--- src/design/linear_probe_hash_set_core_defines.svh ---
// ----------------------------------------------------------------------------
// Linear probe hash set assertion macros
// Shared concurrent assertion forms, clocked on clock, disabled in reset.
// ----------------------------------------------------------------------------
`ifndef LINEAR_PROBE_HASH_SET_CORE_DEFINES_SVH
`define LINEAR_PROBE_HASH_SET_CORE_DEFINES_SVH

// check that expr holds at every edge
`define LPHS_ASSERT_ALWAYS(name, expr, msg) \
   name: assert property (@(posedge clock) disable iff (reset) (expr)) \
      else $error(msg);

// check that cons holds in the cycle where ante holds
`define LPHS_ASSERT_SAME(name, ante, cons, msg) \
   name: assert property (@(posedge clock) disable iff (reset) (ante) |-> (cons)) \
      else $error(msg);

// check that cons holds in the cycle after the one where ante holds
`define LPHS_ASSERT_NEXT(name, ante, cons, msg) \
   name: assert property (@(posedge clock) disable iff (reset) (ante) |=> (cons)) \
      else $error(msg);

`endif

--- src/design/lphs_pkg.sv ---
// ----------------------------------------------------------------------------
// Linear probe hash set package
// Defaults, field widths, operation, mark and status codes, memory control.
// ----------------------------------------------------------------------------
`default_nettype none

package lphs_pkg;

   localparam int CAPACITY_DEF  = 256;
   localparam int KEY_BITS_DEF  = 64;
   localparam int HASH_BITS_DEF = 32;

   localparam int TYPE_W   = 2;
   localparam int STATUS_W = 3;
   localparam int SLOT_W   = 8;
   localparam int COUNT_W  = 9;
   localparam int MARK_W   = 2;

   localparam logic [COUNT_W-1:0] MAX_FILL_RESET = 9'd192;

   typedef logic [MARK_W-1:0] lphs_mark_type;

   localparam lphs_mark_type MARK_NEVER    = 2'd0;
   localparam lphs_mark_type MARK_OCCUPIED = 2'd1;
   localparam lphs_mark_type MARK_TOMB     = 2'd2;

   localparam logic [TYPE_W-1:0] REQ_INSERT = 2'd0;
   localparam logic [TYPE_W-1:0] REQ_LOOKUP = 2'd1;
   localparam logic [TYPE_W-1:0] REQ_REMOVE = 2'd2;

   localparam logic [STATUS_W-1:0] STATUS_INSERTED  = 3'd0;
   localparam logic [STATUS_W-1:0] STATUS_PRESENT   = 3'd1;
   localparam logic [STATUS_W-1:0] STATUS_FOUND     = 3'd2;
   localparam logic [STATUS_W-1:0] STATUS_NOT_FOUND = 3'd3;
   localparam logic [STATUS_W-1:0] STATUS_REMOVED   = 3'd4;
   localparam logic [STATUS_W-1:0] STATUS_FULL      = 3'd5;

   typedef struct packed {
      logic rd_en;
      logic mark_we;
      logic key_we;
   } lphs_mem_ctl_type;

endpackage

`default_nettype wire

--- src/design/lphs_mod.sv ---
// ----------------------------------------------------------------------------
// Linear probe hash set start cell unit
// Reduces the request hash modulo the table capacity: a mask for a power of
// two, otherwise eight remainder steps per cycle, MSB first.
// ----------------------------------------------------------------------------
`default_nettype none

module lphs_mod import lphs_pkg::*; #(
   parameter int CAPACITY  = CAPACITY_DEF,
   parameter int HASH_BITS = HASH_BITS_DEF
) (
   input  wire logic                         clock,
   input  wire logic                         reset,
   input  wire logic                         start,
   input  wire logic [HASH_BITS-1:0]         hash,
   output logic                              done,
   output logic [$clog2(CAPACITY)-1:0]       pos
);

   localparam int IDXW    = $clog2(CAPACITY);
   localparam bit IS_POW2 = (CAPACITY & (CAPACITY - 1)) == 0;

   generate
      if (IS_POW2) begin : g_mask
         logic            done_ff;
         logic [IDXW-1:0] pos_ff;

         always_ff @(posedge clock) begin
            if (reset) begin
               done_ff <= 1'b0;
            end else begin
               done_ff <= start;
            end
         end

         always_ff @(posedge clock) begin
            if (start) begin
               pos_ff <= IDXW'(hash);
            end
         end

         assign done = done_ff;
         assign pos  = pos_ff;
      end else begin : g_divide
         localparam int STEP_BITS = 8;
         localparam int NSTEP     = (HASH_BITS + STEP_BITS - 1) / STEP_BITS;
         localparam int PADW      = NSTEP * STEP_BITS;
         localparam int CNTW      = $clog2(NSTEP + 1);
         localparam int RW        = IDXW + 1;

         logic            busy_ff;
         logic            done_ff;
         logic [CNTW-1:0] cnt_ff;
         logic [PADW-1:0] sh_ff;
         logic [IDXW-1:0] rem_ff;
         logic [IDXW-1:0] rem_in;
         logic [RW-1:0]   r;

         always_comb begin
            r = {1'b0, rem_ff};
            for (int i = 0; i < STEP_BITS; i++) begin
               r = {r[IDXW-1:0], sh_ff[PADW-1-i]};
               if (r >= RW'(CAPACITY)) begin
                  r = r - RW'(CAPACITY);
               end
            end
            rem_in = r[IDXW-1:0];
         end

         always_ff @(posedge clock) begin
            if (reset) begin
               busy_ff <= 1'b0;
               done_ff <= 1'b0;
               cnt_ff  <= '0;
            end else begin
               done_ff <= 1'b0;
               if (start) begin
                  busy_ff <= 1'b1;
                  cnt_ff  <= CNTW'(NSTEP);
               end else if (busy_ff) begin
                  cnt_ff <= cnt_ff - 1'b1;
                  if (cnt_ff == CNTW'(1)) begin
                     busy_ff <= 1'b0;
                     done_ff <= 1'b1;
                  end
               end
            end
         end

         always_ff @(posedge clock) begin
            if (start) begin
               sh_ff  <= PADW'(hash);
               rem_ff <= '0;
            end else if (busy_ff) begin
               sh_ff  <= sh_ff << STEP_BITS;
               rem_ff <= rem_in;
            end
         end

         assign done = done_ff;
         assign pos  = rem_ff;
      end
   endgenerate

endmodule

`default_nettype wire

--- config.mk ---
export PLATFORM = sky130hd
export DESIGN_NAME = lphs_mod
export DESIGN_NICKNAME = d
export VERILOG_FILES = /design/src/design/linear_probe_hash_set_core_defines.svh /design/src/design/lphs_pkg.sv /design/src/design/lphs_mod.sv
export SDC_FILE = /design/constraint.sdc
export NUM_CORES = 1
export LEC_CHECK = 0
export BUFFER_PORTS_ARGS = -buffer_cell sky130_fd_sc_hd__buf_2
export CORE_AREA = 2 2 39 41
export CTS_CLUSTER_DIAMETER = 120
export DETAILED_ROUTE_END_ITERATION = 10
export DIE_AREA = 0 0 41 43
export PLACE_DENSITY = 0.63
export SLEW_MARGIN = 20
export SYNTH_ARGS = -nofsm -noshare
export SYNTH_HDL_FRONTEND = slang
export SYNTH_SLANG_ARGS = --single-unit
--- constraint.sdc ---
create_clock -name clock -period 0.92 [get_ports clock]
set_input_delay 0.184 -clock clock [delete_from_list [all_inputs] [get_ports clock]]
set_output_delay 0.184 -clock clock [all_outputs]
set_load 0.01 [all_outputs]
Word level (Yosys, flattened, before mapping)
Index checks and enable logic that the tools add are counted.
{ "totals": {"reg_bits": 9, "word_cells": 2, "input_bits": 35} }

Depth between registers and ports, before layout
Gate-level depths: netlist of the first run.
{ "depth": {"word_depth": 0, "ltp_mapped": 1, "depth_no_buf": 1} }

Least setup slack after synthesis of the first run
Ideal clock, no wire load.
{ "synth_timing": {"kind": "register to output", "from": "reg g_mask.pos_ff[0] (netlist: pos[0])", "to": "out pos[0]", "path_buffers": 0, "path_stages_with_launch": 1, "arrival_ns": 0.394, "path_slack_ns": 0.342, "cell_sequence": "edfxtp_1"} }
{ "synth_lines": {"columns": ["element", "line_no", "rtl"], "rows": [
  ["start: declaration", "lphs_mod.sv:26", "logic [IDXW-1:0] pos_ff;"],
  ["start signal: assignment", "lphs_mod.sv:38", "pos_ff <= IDXW'(hash);"],
  ["end: declaration", "lphs_mod.sv:17", "output logic [$clog2(CAPACITY)-1:0] pos"]
]} }
No word-level cell between the ends.

Final worst setup path of the first run
{ "layout_timing": {"from": "reg g_mask.pos_ff[7] (netlist: pos[7])", "to": "out pos[7]"} }
No word-level cell between the ends.

==> impl_results.md, run 1 <==
* Hold path cells at 1
* Unrepaired setup endpoints after global routing: yes
* Critical-path top delay cell: edfxtp_1
* Max VDD drop at 1.04 mV
* Drt drc at 0
* TritonCTS clock tree: done
* Post-Synth Adder-Cell Area at 0%
* Antenna fix cells at 0
* Final instance area at 415 um2
* Total die area at 1760 um2
* Synth top area share at 87.7%
* Hold endpoint: pos[7]
* Post-DP Area at 389 um2
* GRT Total Usage at 6.70%
* TNS Setup at -0.129 ns
* Seq pwr share at 56.0%
* Commonest cells in the netlist: edfxtp_1 (8), dfxtp_1 (1), nor2b_4 (1)
* Outcome: complete, but fails checks
* Syn. warnings at 0
* DP Cell Count at 45
* Final Wtd Congestion at 0.486
* Worst setup margin at -0.0264 ns
* Post-synthesis average cell area at 27.4 um2
* Fillers at 138
* Most frequent cell after synthesis: edfxtp_1
* Clk buf depth at 2
* CTS buffer count at 3
* P_leak at 0.184 nW
* NumNets Final at 69
* Critical path class: reg2out
* Startpoint Class: register
* Layout cells sized above 1 at 69.7%
* Routed wire length at 491 um
* Pre-CTS setup slack at 0.212 ns
* First-pass GRT wire length at 655 um
* Xor/xnor share of the synthesized area at 0%
* Count of cell types in the netlist at 3
* Syn nets at 45
* Final hold violation count at 0
* Period minus WS final at 0.946 ns
* Via/cell ratio at 3.39
* Grt ovf at 0
* GRT met1 Usage at 7.00%
* CTS clk-pin slew, worst paths at 0.06 ns
* Non-filler cells in the finished layout at 49
* # H-tree levels at 1
* Drt first pass iters at 2
* Area of the core at 1380 um2
* Multiplexer area fraction after synthesis at 0%
* Cell count after synthesis at 10
* Vias in the first global route at 148
* Crit-path cells: buf_2
* Combinational family with the most area after synthesis: simple AND/OR/NAND/NOR gates
* Post-synth EDFFs at 8
* Hold Buf Count CTS at 0
* Most used DFF post-synth: edfxtp_1
* CP Capture Type: primary output
* Setup bufs post-CTS at 0
* Largest area contributor in the synthesized netlist: edfxtp_1
* Max-Cap Viols at 0
* Comb pwr share at 8.8%
* CTS Sinks at 9
* Pint at 0.683 mW
* Finished Core Util at 30.0%
* Hold Crit Start: hash[7]
* Failing checks: setup timing
* Row cnt at 14
* Area growth syn-to-layout at 51.6%
* Post-synthesis compound-gate area fraction at 0%
* Arrival @ worst endpoint at 0.76 ns
* Simple-gate share of the synthesized area at 5.02%
* Worst path bufs/invs at 1
* Pin count of the biggest net entering global routing at 10
* Port Buffers at 19
* Antenna violations before repair at 0
* CP peak stage delay at 0.36 ns
* Synth Register Bits at 9
* Vias at 166
* Share of flip-flops with an asynchronous set or reset at 0%
* Antenna Nets Post-Route at 0
* I/O pins at 44
* Slew headroom at 87.1%
* Period utilization at 103%
* Met2 usage at 5.63%
* Sw frac at 20.9%
* Kind of cell adding the most delay to the critical path: flip-flops
* Setup violators final at 8
* Clock Tree Root: clkbuf_4
* Slew of the pin with the lowest slew margin at 0.194 ns
* Critical Path RT at 0.74 ns
* Power per cell area at 2080 nW/um2
* Routed WL per cell at 10.0 um
* GRT met3 Usage at 11.0%
* Sequential area share after synthesis at 95.0%
* Initial drt markers at 1
* Achievable Freq at 1.06 GHz
* Part of the power in the clock network at 35.2%
* Die height at 43 um
* DIE WIDTH at 41 um
* Top Usage Layer GRT: met3
* Slew Limit Fails at 0
* Sw Pwr at 0.181 mW
* Mapped cell area at 274 um2
* Crit-path max FO at 1
* Starting Density at 19.8%
* Hold WC Path Type: in2reg
* Dominant cells by area after synthesis: edfxtp_1 (88%), dfxtp_1 (7.3%), nor2b_4 (5.0%)
==> metal layers <==
metal | vias up | wire, um
li1 | 84 | -
met4 | 0 | 0
met3 | 0 | 158
met5 | - | 0
met2 | 22 | 129
met1 | 60 | 204
==> through the flow <==
| step | power, mW | hold WS (ns) |
|---|---|---|
| 3_3_place_gp | 0.569 | 0.361 |
| 5_1_grt | 0.914 | 0.0771 |
| 4_1_cts | 0.879 | 0.0878 |
| 6_report | 0.864 | 0.0963 |
| 3_5_place_dp | 0.571 | 0.362 |
| 2_1_floorplan | 0.517 | 0.248 |
==> registers in the layout, indices dropped and copies added, names as in the netlist <==
| name | flops |
|---|---|
| done | 1 |
| pos | 8 |
==> layout by cell type, fill, tap and decap left out <==
cell      synthesis  layout
clkbuf_4          0       3
buf_2             0      19
edfxtp_1          8       8
clkbuf_1          0       1
nor2b_4           1       1
dfxtp_1           1       1
==> repair_timing <==
item                       in CTS  in global routing
pin swaps                       0                  0
gates resized for setup         0                  0
setup endpoints to repair       8                  8
==> layout make-up <==
| type | instances | area [um2] | area share [%] |
|---|---|---|---|
| clock buffers | 4 | 26.3 | 6.33 |
| multi-input cells | 1 | 13.8 | 3.31 |
| flip-flops and latches | 9 | 260 | 62.7 |
| well taps | 16 | 20.0 | 4.82 |
| repair buffers | 19 | 95.1 | 22.9 |
==> cell families (layout without fill, tap and decap cells) <==
group	count (synthesis)	after routing
buffers and inverters	0	23
DFF	9	9
and+or+nand+nor	1	1
==> how the worst max path moves through the flow <==
stage	startpoint	end	slack [ns]	cells after the start
2_1_floorplan	pos[0]	pos[0]	0.34	0
3_3_place_gp	start	pos[0]	0.22	1
3_5_place_dp	start	pos[0]	0.21	1
4_1_cts	pos[0]	pos[0]	-0.04	1
5_1_grt	pos[3]	pos[3]	-0.08	1
6_report	pos[7]	pos[7]	-0.03	1
==> power by group through the flow <==
stage	registers (mW)	clock network, mW	logic (mW)
6_report	0.484	0.304	0.0763
5_1_grt	0.487	0.342	0.0844
4_1_cts	0.484	0.318	0.0777
3_5_place_dp	0.493	0	0.0776
3_3_place_gp	0.492	0	0.0764
2_1_floorplan	0.513	0	0.00385
Note: power is estimated with default switching activity, not from simulation.
==> run 2: changes to the inputs <==
- PLACE_DENSITY: 0.63 -> not set
==> impl_results.md, run 2 (same netlist as run 1, synthesis figures left out) <==
* Worst path bufs/invs at 1
* P_leak at 0.184 nW
* Post-CTS sizing at 0
* Slew of the pin with the lowest slew margin at 0.193 ns
* Kind of cell adding the most delay to the critical path: flip-flops
* Worst setup margin at -0.0392 ns
* Setup violators final at 8
* CP Capture Type: primary output
* Hold path cells at 1
* CTS Sinks at 9
* Most common cell after layout, fill and taps aside: buf_2
* Antenna violations before repair at 0
* Grt ovf at 0
* Crit-path cells: buf_2
* Vias in the first global route at 172
* Achievable Freq at 1.04 GHz
* Total die area at 1760 um2
* Unrepaired setup endpoints after global routing: yes
* Hold WC Path Type: in2reg
* GRT Total Usage at 7.32%
* Area of the core at 1380 um2
* Routed WL per cell at 10.3 um
* Startpoint Class: register
* Critical-path top delay cell: edfxtp_1
* Via/cell ratio at 3.59
* Drt drc at 0
* Port Buffers at 19
* I/O pins at 44
* Antenna Nets Post-Route at 0
* Final Wtd Congestion at 0.603
* Max VDD drop at 0.837 mV
* Slew headroom at 87.2%
* Largest register FFs at 8
* Post-DP Area at 389 um2
* Layout cells sized above 1 at 69.7%
* TritonCTS clock tree: done
* Crit-path max FO at 1
* First-pass GRT wire length at 752 um
* Row cnt at 14
* Hold Buf Count CTS at 0
* Pre-CTS setup slack at 0.212 ns
* Vias at 176
* Arrival @ worst endpoint at 0.78 ns
* Critical path class: reg2out
* CP peak stage delay at 0.37 ns
* Pin count of the biggest net entering global routing at 10
* CTS clk-pin slew, worst paths at 0.06 ns
* Hold Crit Start: hash[2]
* Starting Density at 19.8%
* Hold endpoint: pos[2]
* Setup bufs post-CTS at 0
* Max-Cap Viols at 0
* Routed wire length at 503 um
* Final instance area at 415 um2
* CTS buffer count at 3
* Most frequent cells in the layout: buf_2 (19), edfxtp_1 (8), clkbuf_4 (3)
* Fillers at 150
* Clk buf depth at 2
* Finished Core Util at 30.0%
* Antenna fix cells at 0
* Drt first pass iters at 2
* Outcome: complete, but fails checks
* Area growth syn-to-layout at 51.6%
* Period minus WS final at 0.959 ns
* Failing checks: setup timing
* NumNets Final at 69
* Initial drt markers at 3
* # H-tree levels at 1
* Period utilization at 104%
* Total Power at 0.858 mW
* Critical Path RT at 0.74 ns
* Slew Limit Fails at 0
* Die height at 43 um
* Power per cell area at 2070 nW/um2
* DIE WIDTH at 41 um
* Final hold violation count at 0
* Clock Tree Root: clkbuf_4
[run 2: area by class of cell]
cell class | count | area, um2 | share of cell area [%]
sequential | 9 | 260 | 62.7
timing repair buffer | 19 | 95.1 | 22.9
clock buffer | 4 | 26.3 | 6.33
tap | 16 | 20.0 | 4.82
multi-input combinational | 1 | 13.8 | 3.31
[run 2: through the flow]
stage | instances | setup TNS, ns | hold slack (ns)
after global placement | 45 | 0 | 0.363
after floorplan | 10 | 0 | 0.248
after global routing | 49 | -0.486 | 0.0865
after detailed placement | 45 | 0 | 0.362
after CTS | 49 | -0.271 | 0.0883
final | 49 | -0.122 | 0.102
[run 2: power by group]
| group | switching, mW | leakage (nW) | internal [mW] |
|---|---|---|---|
| Sequential | 0.00623 | 0.0866 | 0.479 |
| Clock | 0.130 | 0.0150 | 0.167 |
| Combinational | 0.0395 | 0.0828 | 0.0375 |
[run 2: worst max path at each step]
stage | depth (start not counted) | start | end | slack [ns]
floorplan | 0 | pos[0] | pos[0] | 0.34
global placement | 1 | start | pos[2] | 0.23
detailed placement | 1 | start | pos[2] | 0.21
CTS | 1 | pos[1] | pos[1] | -0.06
global route | 1 | pos[1] | pos[1] | -0.09
finish | 1 | pos[1] | pos[1] | -0.04
[run 2: layer usage]
layer  up-vias  GRT usage, %  part of all wire, %  routed length, um
li1         84             -                    -                  -
met1        70          8.36                   46                233
met2        20          7.19                   30                153
met3         2          6.28                   22                110
met4         0          8.00                  1.2                  6
met5         -             0                    0                  0
==> run 3: changes to the inputs <==
- BUFFER_PORTS_ARGS: -buffer_cell sky130_fd_sc_hd__buf_2 -> not set
- CELL_PAD_IN_SITES_DETAIL_PLACEMENT: not set -> 1
- CELL_PAD_IN_SITES_GLOBAL_PLACEMENT: not set -> 1
- DONT_BUFFER_PORTS: not set -> 1
- PLACE_DENSITY_LB_ADDON: not set -> 0.1
==> impl_results.md, run 3 (same netlist as run 1, synthesis figures left out) <==
* TNS Setup at 0 ns
* Routed wire length at 574 um
* Period minus WS final at 0.876 ns
* Period utilization at 95.2%
* I/O pins at 44
* Crit path depth at 0
* Clock Tree Root: clkbuf_4
* Critical path class: reg2out
* Vias in the first global route at 158
* Hold WC Path Type: in2reg
* Area growth syn-to-layout at 31.5%
* Setup violators final at 0
* Clk buf depth at 2
* TritonCTS clock tree: done
* Slew Limit Fails at 0
* CTS buffer count at 3
* Hold path cells at 0
* Via/cell ratio at 3.71
* First-pass GRT wire length at 738 um
* Achievable Freq at 1.14 GHz
* P_leak at 0.126 nW
* Startpoint Class: register
* Post-CTS sizing at 0
* Crit path launch: pos[7]
* Max VDD drop at 0.730 mV
* Setup bufs post-CTS at 0
* NumNets Final at 54
* Antenna violations before repair at 0
* Antenna Nets Post-Route at 0
* Largest register FFs at 8
* Most common cell after layout, fill and taps aside: edfxtp_1
* Power per cell area at 2280 nW/um2
* Outcome: completed
* Routed WL per cell at 16.9 um
* Layout cells sized above 1 at 22.2%
* Max-Cap Viols at 0
* Hold_ws at 0.0300 ns
* Unrepaired setup endpoints after global routing: no
* Hold Crit Start: hash[6]
* Critical Path RT at 0.74 ns
* Vias at 126
* Row cnt at 14
* Die height at 43 um
* CP Capture Type: primary output
* Crit-path max FO at 1
* Port Buffers at 0
* Area of the core at 1380 um2
* Final hold violation count at 0
* Initial drt markers at 1
* Most frequent cells in the layout: edfxtp_1 (8), dlygate4sd3_1 (4), clkbuf_4 (3)
* Final Wtd Congestion at 0.580
* Drt first pass iters at 2
* Pin count of the biggest net entering global routing at 10
* Slew of the pin with the lowest slew margin at 0.158 ns
* Total die area at 1760 um2
* CTS Sinks at 9
* # H-tree levels at 1
* Drt drc at 0
* CTS clk-pin slew, worst paths at 0.05 ns
* Arrival @ worst endpoint at 0.69 ns
* Antenna fix cells at 0
* Starting Density at 19.8%
* GRT Total Usage at 7.27%
* Slew headroom at 89.5%
* DIE WIDTH at 41 um
* Grt ovf at 0
==> run 3: repair_timing <==
item / in CTS / in global routing
hold buffers: 1 / 3
setup endpoints to repair: 0 / 0
hold endpoints to repair: 1 / 3
==> run 3: final timing paths <==
path	slack [ns]	end
worst max-delay path	0.04	pos[7]
worst min-delay path	0.03	pos[6]
==> run 3: cell type report <==
cell class	instances	area (um2)
clock buffer	4	26.3
fill	135	1020
multi-input combinational	1	13.8
sequential	9	260
tap	16	20.0
timing repair buffer	4	40.0
==> run 3: per-layer routing <==
layer | vias up | routed length, um | GRT usage, %
met5 | - | 0 | 0
met3 | 0 | 108 | 4.19
met4 | 0 | 0 | 8.00
met1 | 53 | 225 | 7.88
li1 | 53 | - | -
met2 | 20 | 240 | 8.75
==> run 3: where the power goes <==
part           total, mW  internal, mW  leakage, nW  switching [mW]
clock              0.287         0.166       0.0150           0.121
combinational     0.0184        0.0147       0.0240         0.00374
sequential         0.515         0.482       0.0866          0.0332
total              0.820         0.663        0.126           0.158
==> run 3: per-stage QoR <==
stage | cells | worst slack, ns | utilization [%] | power (mW) | cell area (um2)
floorplan | 10 | 0.342 | - | 0.517 | 274
global placement | 26 | 0.319 | 21.2 | 0.526 | 294
detailed placement | 26 | 0.304 | 21.2 | 0.530 | 294
CTS | 31 | 0.0248 | 23.9 | 0.825 | 330
global route | 34 | 0.00183 | 26.0 | 0.866 | 360
finish | 34 | 0.0443 | 26.0 | 0.820 | 360
